==> src/sv/cfc_pkg.sv <==
package cfc_pkg;

  // Event kinds on the input channel
  localparam logic [1:0] FUNC_START = 2'd0;
  localparam logic [1:0] FUNC_FRAME = 2'd1;
  localparam logic [1:0] FUNC_ROW   = 2'd2;
  localparam logic [1:0] FUNC_BYTE  = 2'd3;

  // Configuration register indexes
  localparam logic CFG_ROW_LIMIT    = 1'b0;
  localparam logic CFG_COLUMN_LIMIT = 1'b1;

  localparam int ROW_LIMIT_W    = 9;
  localparam int COLUMN_LIMIT_W = 10;
  localparam int CFG_DATA_W     = 10;

  localparam logic [ROW_LIMIT_W-1:0]    ROW_LIMIT_RESET    = 9'd60;
  localparam logic [COLUMN_LIMIT_W-1:0] COLUMN_LIMIT_RESET = 10'd80;

  typedef struct packed {
    logic [1:0] func;
    logic [7:0] data_byte;
  } item_t;

  typedef struct packed {
    logic        pixel_valid;
    logic [18:0] pixel_index;
    logic [4:0]  red;
    logic [5:0]  green;
    logic [4:0]  blue;
    logic        capture_busy;
    logic [8:0]  rows_seen;
  } result_t;

endpackage

==> src/sv/cfc_in_stage.sv <==
module cfc_in_stage (
  input  logic           clk,
  input  logic           rst_n,
  input  logic           in_valid,
  output logic           in_stall,
  input  logic [1:0]     in_func,
  input  logic [7:0]     in_data_byte,
  input  logic           advance,
  output logic           item_valid,
  output cfc_pkg::item_t item
);

  logic           valid_r;
  logic           valid_nxt;
  cfc_pkg::item_t item_r;
  logic           take;

  // Stall only while a held item cannot move on
  assign in_stall = valid_r && !advance;
  assign take     = in_valid && !in_stall;

  always_comb begin
    valid_nxt = valid_r;
    if (take) begin
      valid_nxt = 1'b1;
    end else if (advance) begin
      valid_nxt = 1'b0;
    end
  end

  always_ff @(posedge clk) begin
    if (!rst_n) begin
      valid_r <= 1'b0;
    end else begin
      valid_r <= valid_nxt;
    end
  end

  always_ff @(posedge clk) begin
    if (take) begin
      item_r.func      <= in_func;
      item_r.data_byte <= in_data_byte;
    end
  end

  assign item_valid = valid_r;
  assign item       = item_r;

endmodule

==> src/sv/cfc_core.sv <==
module cfc_core (
  input  logic                                  clk,
  input  logic                                  rst_n,
  input  logic                                  fire,
  input  cfc_pkg::item_t                        item,
  input  logic [cfc_pkg::ROW_LIMIT_W-1:0]       row_limit,
  input  logic [cfc_pkg::COLUMN_LIMIT_W-1:0]    column_limit,
  output cfc_pkg::result_t                      result
);

  logic        request_pending_r, request_pending_nxt;
  logic        sampling_active_r, sampling_active_nxt;
  logic        row_open_r, row_open_nxt;
  logic [8:0]  row_cnt_r, row_cnt_nxt;
  logic [10:0] row_byte_cnt_r, row_byte_cnt_nxt;
  logic [19:0] frame_byte_cnt_r, frame_byte_cnt_nxt;
  logic [7:0]  held_byte_r, held_byte_nxt;

  logic [10:0] row_bytes;
  logic [18:0] frame_pixels;
  logic [19:0] frame_bytes;
  logic [8:0]  row_inc;
  logic [10:0] row_byte_inc;
  logic [19:0] frame_byte_inc;

  assign row_bytes      = {column_limit, 1'b0};
  assign frame_pixels   = {10'd0, row_limit} * {9'd0, column_limit};
  assign frame_bytes    = {frame_pixels, 1'b0};
  assign row_inc        = row_cnt_r + 9'd1;
  assign row_byte_inc   = row_byte_cnt_r + 11'd1;
  assign frame_byte_inc = frame_byte_cnt_r + 20'd1;

  always_comb begin
    request_pending_nxt = request_pending_r;
    sampling_active_nxt = sampling_active_r;
    row_open_nxt        = row_open_r;
    row_cnt_nxt         = row_cnt_r;
    row_byte_cnt_nxt    = row_byte_cnt_r;
    frame_byte_cnt_nxt  = frame_byte_cnt_r;
    held_byte_nxt       = held_byte_r;
    result              = '0;

    unique case (item.func)
      cfc_pkg::FUNC_START: begin
        request_pending_nxt = 1'b1;
      end
      cfc_pkg::FUNC_FRAME: begin
        // Restart counters; an open row stays open
        if (request_pending_r) begin
          row_cnt_nxt         = '0;
          row_byte_cnt_nxt    = '0;
          frame_byte_cnt_nxt  = '0;
          sampling_active_nxt = 1'b1;
        end
      end
      cfc_pkg::FUNC_ROW: begin
        if (request_pending_r && sampling_active_r) begin
          row_open_nxt = 1'b1;
          row_cnt_nxt  = row_inc;
          if (row_inc >= row_limit) begin
            sampling_active_nxt = 1'b0;
            request_pending_nxt = 1'b0;
            row_open_nxt        = 1'b0;
          end
        end
      end
      cfc_pkg::FUNC_BYTE: begin
        if (request_pending_r && sampling_active_r && row_open_r &&
            (row_byte_cnt_r < row_bytes)) begin
          if (!frame_byte_cnt_r[0]) begin
            held_byte_nxt = item.data_byte;
          end else begin
            result.pixel_valid = 1'b1;
            result.pixel_index = frame_byte_cnt_r[19:1];
            result.red         = held_byte_r[7:3];
            result.green       = {held_byte_r[2:0], item.data_byte[7:5]};
            result.blue        = item.data_byte[4:0];
          end
          frame_byte_cnt_nxt = frame_byte_inc;
          row_byte_cnt_nxt   = row_byte_inc;
          if (row_byte_inc == row_bytes) begin
            row_open_nxt     = 1'b0;
            row_byte_cnt_nxt = '0;
          end
          if (frame_byte_inc == frame_bytes) begin
            sampling_active_nxt = 1'b0;
            request_pending_nxt = 1'b0;
          end
        end
      end
      default: begin
      end
    endcase

    result.capture_busy = request_pending_nxt || sampling_active_nxt;
    result.rows_seen    = row_cnt_nxt;
  end

  always_ff @(posedge clk) begin
    if (!rst_n) begin
      request_pending_r <= 1'b0;
      sampling_active_r <= 1'b0;
      row_open_r        <= 1'b0;
      row_cnt_r         <= '0;
      row_byte_cnt_r    <= '0;
      frame_byte_cnt_r  <= '0;
      held_byte_r       <= '0;
    end else if (fire) begin
      request_pending_r <= request_pending_nxt;
      sampling_active_r <= sampling_active_nxt;
      row_open_r        <= row_open_nxt;
      row_cnt_r         <= row_cnt_nxt;
      row_byte_cnt_r    <= row_byte_cnt_nxt;
      frame_byte_cnt_r  <= frame_byte_cnt_nxt;
      held_byte_r       <= held_byte_nxt;
    end
  end

  a_sampling_needs_request: assert property (@(posedge clk) disable iff (!rst_n)
    sampling_active_r |-> request_pending_r)
    else $error("sampling active without a pending request");

  a_pixel_ends_even: assert property (@(posedge clk) disable iff (!rst_n)
    fire && result.pixel_valid |=> !frame_byte_cnt_r[0])
    else $error("frame byte count odd after a completed pixel");

  a_frame_restart: assert property (@(posedge clk) disable iff (!rst_n)
    fire && (item.func == cfc_pkg::FUNC_FRAME) && request_pending_r
      |=> (frame_byte_cnt_r == '0) && sampling_active_r && (row_cnt_r == '0))
    else $error("frame sync did not restart the capture");

endmodule

==> src/sv/cfc_out_stage.sv <==
module cfc_out_stage (
  input  logic             clk,
  input  logic             rst_n,
  input  logic             load,
  input  cfc_pkg::result_t result,
  input  logic             out_stall,
  output logic             out_free,
  output logic             out_valid,
  output cfc_pkg::result_t out_result
);

  logic             valid_r;
  logic             valid_nxt;
  cfc_pkg::result_t result_r;

  // Room for a new result when empty or when the current one leaves now
  assign out_free = !valid_r || !out_stall;

  always_comb begin
    valid_nxt = valid_r;
    if (load) begin
      valid_nxt = 1'b1;
    end else if (!out_stall) begin
      valid_nxt = 1'b0;
    end
  end

  always_ff @(posedge clk) begin
    if (!rst_n) begin
      valid_r <= 1'b0;
    end else begin
      valid_r <= valid_nxt;
    end
  end

  always_ff @(posedge clk) begin
    if (load) begin
      result_r <= result;
    end
  end

  assign out_valid  = valid_r;
  assign out_result = result_r;

endmodule

==> src/sv/camera_frame_capture_rgb565.sv <==
// Parallel camera bus capture with on-the-fly RGB565 unpacking.
// Input channel (in_valid / in_stall): one event per transfer, in_func selects
// start request, frame sync, row sync or byte strobe; in_data_byte carries the
// camera byte for a byte strobe. Every event yields exactly one result transfer.
// Result channel (out_valid / out_stall): out_pixel_valid marks a completed
// pixel with its index and 5/6/5 color fields (zero otherwise); out_capture_busy
// and out_rows_seen report the capture state after the event.
// Configuration (cfg_wr_en / cfg_index / cfg_data): row limit and column limit.
// They must be written only while the block is idle; the block does not enforce it.
// From an input transfer, the event waits in the input register, then passes
// through the event logic into the result register.
// One event per cycle while the receiver does not stall; the capture counters
// update as each event moves into the result register.
// Reset clears the capture state and loads row limit 60, column limit 80.
// A stalled receiver holds the result register; the input register still takes
// one more event if it is empty, then in_stall rises until the result moves on.
module camera_frame_capture_rgb565 (
  input  logic                               clk,
  input  logic                               rst_n,
  input  logic                               in_valid,
  output logic                               in_stall,
  input  logic [1:0]                         in_func,
  input  logic [7:0]                         in_data_byte,
  output logic                               out_valid,
  input  logic                               out_stall,
  output logic                               out_pixel_valid,
  output logic [18:0]                        out_pixel_index,
  output logic [4:0]                         out_red,
  output logic [5:0]                         out_green,
  output logic [4:0]                         out_blue,
  output logic                               out_capture_busy,
  output logic [8:0]                         out_rows_seen,
  input  logic                               cfg_wr_en,
  input  logic                               cfg_index,
  input  logic [cfc_pkg::CFG_DATA_W-1:0]     cfg_data
);

  logic [cfc_pkg::ROW_LIMIT_W-1:0]    row_limit_r;
  logic [cfc_pkg::COLUMN_LIMIT_W-1:0] column_limit_r;

  logic             item_valid;
  cfc_pkg::item_t   item;
  logic             out_free;
  logic             fire;
  cfc_pkg::result_t result;
  cfc_pkg::result_t out_result;

  // Configuration registers: plain write, no read-back
  always_ff @(posedge clk) begin
    if (!rst_n) begin
      row_limit_r    <= cfc_pkg::ROW_LIMIT_RESET;
      column_limit_r <= cfc_pkg::COLUMN_LIMIT_RESET;
    end else if (cfg_wr_en) begin
      unique case (cfg_index)
        cfc_pkg::CFG_ROW_LIMIT:    row_limit_r    <= cfg_data[cfc_pkg::ROW_LIMIT_W-1:0];
        cfc_pkg::CFG_COLUMN_LIMIT: column_limit_r <= cfg_data;
        default: begin
        end
      endcase
    end
  end

  // Input register: hold one event until the result register has room
  cfc_in_stage u_in_stage (
    .clk          (clk),
    .rst_n        (rst_n),
    .in_valid     (in_valid),
    .in_stall     (in_stall),
    .in_func      (in_func),
    .in_data_byte (in_data_byte),
    .advance      (out_free),
    .item_valid   (item_valid),
    .item         (item)
  );

  // Advance the capture state exactly when an event moves into the result register
  assign fire = item_valid && out_free;

  cfc_core u_core (
    .clk          (clk),
    .rst_n        (rst_n),
    .fire         (fire),
    .item         (item),
    .row_limit    (row_limit_r),
    .column_limit (column_limit_r),
    .result       (result)
  );

  cfc_out_stage u_out_stage (
    .clk        (clk),
    .rst_n      (rst_n),
    .load       (fire),
    .result     (result),
    .out_stall  (out_stall),
    .out_free   (out_free),
    .out_valid  (out_valid),
    .out_result (out_result)
  );

  assign out_pixel_valid  = out_result.pixel_valid;
  assign out_pixel_index  = out_result.pixel_index;
  assign out_red          = out_result.red;
  assign out_green        = out_result.green;
  assign out_blue         = out_result.blue;
  assign out_capture_busy = out_result.capture_busy;
  assign out_rows_seen    = out_result.rows_seen;

endmodule

==> config.mk <==
export PLATFORM = sky130hd
export DESIGN_NAME = camera_frame_capture_rgb565
export DESIGN_NICKNAME = d
export VERILOG_FILES = /design/src/sv/cfc_pkg.sv /design/src/sv/cfc_in_stage.sv /design/src/sv/cfc_core.sv /design/src/sv/cfc_out_stage.sv /design/src/sv/camera_frame_capture_rgb565.sv
export SDC_FILE = /design/constraint.sdc
export NUM_CORES = 1
export LEC_CHECK = 0
export BUFFER_PORTS_ARGS = -buffer_cell sky130_fd_sc_hd__buf_2
export CAP_MARGIN = 20
export CORE_UTILIZATION = 25
export CTS_CLUSTER_SIZE = 25
export DETAILED_ROUTE_END_ITERATION = 16
export GPL_TIMING_DRIVEN = 0
export PLACE_DENSITY = 0.38
export SYNTH_ARGS = -nofsm -noshare
export SYNTH_HDL_FRONTEND = slang
export SYNTH_SLANG_ARGS = --single-unit
export TNS_END_PERCENT = 30
==> constraint.sdc <==
create_clock -name clk -period 12.7 [get_ports clk]
set_input_delay 1.905 -clock clk [delete_from_list [all_inputs] [get_ports clk]]
set_output_delay 1.905 -clock clk [all_outputs]
set_load 0.005 [all_outputs]
Word level (Yosys, flattened, before mapping)
Cells that the tools add are included.

Flip-flop bits (word level): 128. Bits of input ports: 26. Output and inout bits: 48. Logic and storage cells: 92.

Add/sub/neg operators: 3. Multiply operators: 1. $lt $le $gt $ge: 2. Equality and inequality tests: 10. Multiplexer cells: 31. Bitwise gates (word level): 2. Reductions and logical operators: 23.

Operator list (number): $mux 20 (2); $pmux 20 s2 (1); $mux 36 (1); $mux 11 (3); $pmux 11 s2 (1); $add 20x1->20 const B (1); $eq 20x20->1 (1); $mul 9x10->19 (1); $mux 9 (2); $pmux 9 s2 (1); $mux 1 (17); $add 11x1->11 const B (1); $eq 11x11->1 (1); $lt 11x11->1 (1); $ne 2x1->1 const B (5); $add 9x1->9 const B (1); $ge 9x9->1 (1); $reduce_and 4->1 (2); $logic_and 1x1->1 (6); $pmux 1 s3 (2); $reduce_and 2->1 (3); $reduce_bool 2->1 (3); $reduce_and 5->1 (1); $eq 2x2->1 const B (2); other kinds (7) (12).

Depth between registers and ports, before layout
Word-level depth: 7. Depth in mapped cells: 20. Mapped depth without buffers: 19.

Cells and area by module
From an unflattened synthesis, not the netlist that was laid out.

Cells, all modules: 1048. Area, all modules: 9626.7 sq um.

Modules (own cells, without submodules): cfc_core (times used 1, cells each 902, area each 7095.6 sq um, sequential area each 1021.0 sq um); cfc_out_stage (times used 1, cells each 50, area each 1416.4 sq um, sequential area each 1401.3 sq um); camera_frame_capture_rgb565 (times used 1, cells each 82, area each 767.0 sq um, sequential area each 380.4 sq um); cfc_in_stage (times used 1, cells each 14, area each 347.8 sq um, sequential area each 320.3 sq um).

Worst setup path before layout
No wires, ideal clock.

Path type: reg-to-reg. Start point: register column_limit_r[3] (netlist name). End point: register u_out_stage.result_r (netlist bit u_out_stage.out_result[9]) (data pin). Setup time: 0.263 ns. Arrival time: 5.004 ns. Required time: 12.437 ns. Slack: 7.433 ns. Stages on the path, launching flop included: 17. Path buffers: 1. Period minus slack after synthesis: 5.267 ns. Cell sequence: dfxtp_1 > clkbuf_1 > nand2_1 > fa_1 > fa_1 > fa_1 > fa_1 > inv_1 > ha_1 > xnor2_1 > or4_4 > a21o_1 > a31oi_1 > mux2i_1 > or4_4 > nor4_1 > nor3_1.

RTL lines: start, declared (RTL line camera_frame_capture_rgb565.sv:39) `logic [cfc_pkg::COLUMN_LIMIT_W-1:0] column_limit_r;`; start signal, assigned (RTL line camera_frame_capture_rgb565.sv:52) `column_limit_r <= cfc_pkg::COLUMN_LIMIT_RESET;`; start signal, assigned (RTL line camera_frame_capture_rgb565.sv:56) `cfc_pkg::CFG_COLUMN_LIMIT: column_limit_r <= cfg_data;`; end signal, assigned (RTL line cfc_out_stage.sv:38) `result_r <= result;`; end, declared (RTL line cfc_out_stage.sv:14) `cfc_pkg::result_t result_r;`.

==> results.md <==
* Outcome: finished, final reports clean
* Vias at approximately 7700
* Final Skew at about 0.0074 ns
* Layout fillers at a little under 4000
* CTS Root Cell: clkbuf_16
* CP Launch Type: flip-flop
* Leak Pwr at 4.56 nW
* Reg2Reg Capture Point: u_out_stage.out_result[9]
* # port buffers at 73
* Synth top area share at 17.9%
* Dominant synthesized flop cell: dfxtp_1
* Post-synthesis async set-or-reset flop share at 0%
* DRC at 0
* DP HPWL at 21800 um
* Die Wd at ~200 um
* Worst Hold Class: flip-flop to flip-flop
* Setup tns final at 0 ns
* Cells after DPL at 1583
* Max cap viols at 0
* Pin count of the biggest net entering global routing at 56
* Die ar. at 38400 sq um
* Setup crit end kind: flip-flop
* CTS Buf Count at 17
* Area of the multi-input gates at ~5700 sq um
* Placeable Area at roughly 37000 sq um
* Post-synth EDFFs at 56
* Most frequent cell after synthesis: nand2_1
* Worst setup margin at between 6 and 7 ns
* Critical Path End: u_out_stage.out_result[9]
* Clock transition at the registers of the reported paths at roughly 0.060 ns
* Commonest cells in the netlist: nand2_1, inv_1, dfxtp_1, nor2_1, ha_1
* Worst r2r src: column_limit_r[1]
* Mapped Nets at between 1000 and 1500
* Final net count at 1281
* VDD IR max at between 0.09 and 0.1 mV
* # diodes at 0
* Crit path from: column_limit_r[1]
* Cell Area, Synth at around 9400 sq um
* Post-Syn Instances at 1042
* Post-synth cell types at slightly below 70
* P&R area growth vs syn at 16.8%
* Tightest Pin Transition at roughly 1.0 ns
* Clk buf depth at 2
* Syn Area/Cell at about 9.0 sq um
* Global route overflow at 0
* Tcrit/Tclk final at about half
* Setup-failing EPs final at 0
* DR iter-0 viols at ~440
* Final Critical Period at 6.28 ns
* Drt total wl at around 28000 um
* Vias per cell at about 4.8
* Worst-Skew Late Latency at roughly 0.43 ns
* Worst setup path class: flip-flop to flip-flop
* Warnings from Yosys at 0
* First-pass GRT wire length at around 45000 um
* Vias in the first global route at around 7700
* Share of layout cells above drive strength 1 at 11.2%
* Post-CTS sizing at 0
* I/O pin cnt at 74
* #FFs+latches synth at around 130
* Final Max Tran Viols at 0
* Max Fclk at 159 MHz
* Dpl ws at ~6.5 ns
* Worst slew margin at roughly 32%
* Initial antenna violation count at 0
* RSZ-0062 raised after global routing: no
* Sequential fraction of the synthesis area at between 30% and 40%
* # H-tree levels at 4
* Final hold viol count at 0
* Clk sink count at around 130
* Req. time, crit path at about 13 ns
* Synth top area cells: edfxtp_1, dfxtp_1, fa_1
* DIE HEIGHT at approximately 200 um
* TritonCTS clock tree: done
* Starting Density at between 20% and 30%
* Reg2Reg Depth at 20
* P per Cell Area at ~110 nW/um^2
* Cell taking the most area after synthesis: edfxtp_1
* Reg2reg setup slack at 6.42 ns
* Non-filler cells, final at approximately 1600
* Hold_buf cts at 0
* Setup bufs post-CTS at 0
* GPL Wtd Cong at roughly 0.80
* Drt first pass iters at 5
* GRT Total Usage at between 10% and 20%
* Routed Antenna Nets at 0
* Critical Path Fanout Max at 9
* Crit path DAT at 6.45 ns
* Register area at ~3100 sq um
* Wire length per cell at ~18 um
* Row count at 70
==> how the worst min path moves through the flow <==
stage | cells after the start | to | startpoint
4_1_cts | 2 | row_limit_r[1] | row_limit_r[1]
5_1_grt | 2 | u_core.held_byte_r[0] | u_core.held_byte_r[0]
3_5_place_dp | 2 | row_limit_r[1] | row_limit_r[1]
2_1_floorplan | 2 | row_limit_r[1] | row_limit_r[1]
3_3_place_gp | 2 | row_limit_r[1] | row_limit_r[1]
6_report | 2 | row_limit_r[1] | row_limit_r[1]
==> registers in the layout (all words and copies together), names as in the netlist, 8 cells and up <==
register and cells:
column_limit_r 10, row_limit_r 9, u_core.frame_byte_cnt_r 20, u_core.held_byte_r 8
u_core.row_byte_cnt_r 11, u_core.row_cnt_r 9, u_in_stage.item 10, u_out_stage.out_result 46
==> cell type report <==
class	count	area share, %
Sequential cell	128	28.5
Tap cell	468	5.34
Clock buffer	21	4.30
Inverter	96	3.28
Multi-Input combinational cell	761	51.8
Timing Repair Buffer	73	3.33
Buffer	57	2.12
Clock inverter	11	1.39
==> metrics by stage <==
step / hold WS (ns) / utilization (%) / total power, W / area, sq um
after floorplan: 0.435 / - / 0.000666 / 9400
after global placement: 0.450 / 28.1 / 0.000746 / 10300
after detailed placement: 0.451 / 28.1 / 0.000746 / 10400
after CTS: 0.460 / 29.8 / 0.00128 / 11000
after global routing: 0.516 / 29.8 / 0.00133 / 11000
final: 0.471 / 29.8 / 0.00126 / 11000
==> kinds of logic after synthesis <==
| family | after synthesis | share of synthesized area [%] |
|---|---|---|
| and+or+nand+nor | 380 | 20.1 |
| adders and majority gates | 121 | 20.7 |
| AOI/OAI and AO/OA | 184 | 12.3 |
| xor gates and xnor gates | 61 | 5.83 |
| muxes | 15 | 1.62 |
| buffers and inverters | 153 | 6.27 |
| DFF | 128 | 33.2 |
==> layer usage <==
layer | GRT usage, % | share of wire, % | vias up | routed length (um)
li1 | - | - | 3781 | -
met1 | 21.0 | 49 | 3769 | 13900
met2 | 24.5 | 47 | 120 | 13300
met3 | 2.58 | 2.7 | 19 | 771
met4 | 4.05 | 1.2 | 0 | 338
met5 | 0 | 0 | - | 0
==> layout by cell type, fill, tap and decap left out, types with 48 or more instances in the layout <==
cell      netlist  layout
a21oi_1        61      61
buf_2           8      81
clkbuf_1       47      48
dfxtp_1        72      72
edfxtp_1       56      56
fa_1           57      57
ha_1           64      64
inv_1          95      95
nand2_1       142     142
nor2_1         69      69
==> worst max-delay path: stages (launching register included) <==
cell and delay (ns):
dfxtp_1 0.30, clkbuf_1 0.52, inv_1 0.22, nor2_1 0.36, ha_1 0.22, inv_1 0.05, fa_1 0.52, inv_1 0.04
ha_1 0.26, inv_1 0.05, fa_1 0.52, inv_1 0.07, fa_1 0.49, xnor3_1 0.41, a2111oi_2 0.37, nor4_1 0.11
nor4_1 0.47, o2111ai_1 0.23, or4_4 0.48, nor4_1 0.22, nor3_1 0.09
==> report_power, final <==
group          switching (W)  total, W  internal, W
Combinational       0.000171  0.000285     0.000114
Sequential        0.00000470  0.000446     0.000442
Clock               0.000202  0.000530     0.000328
Note: power is estimated with default switching activity, not from simulation.
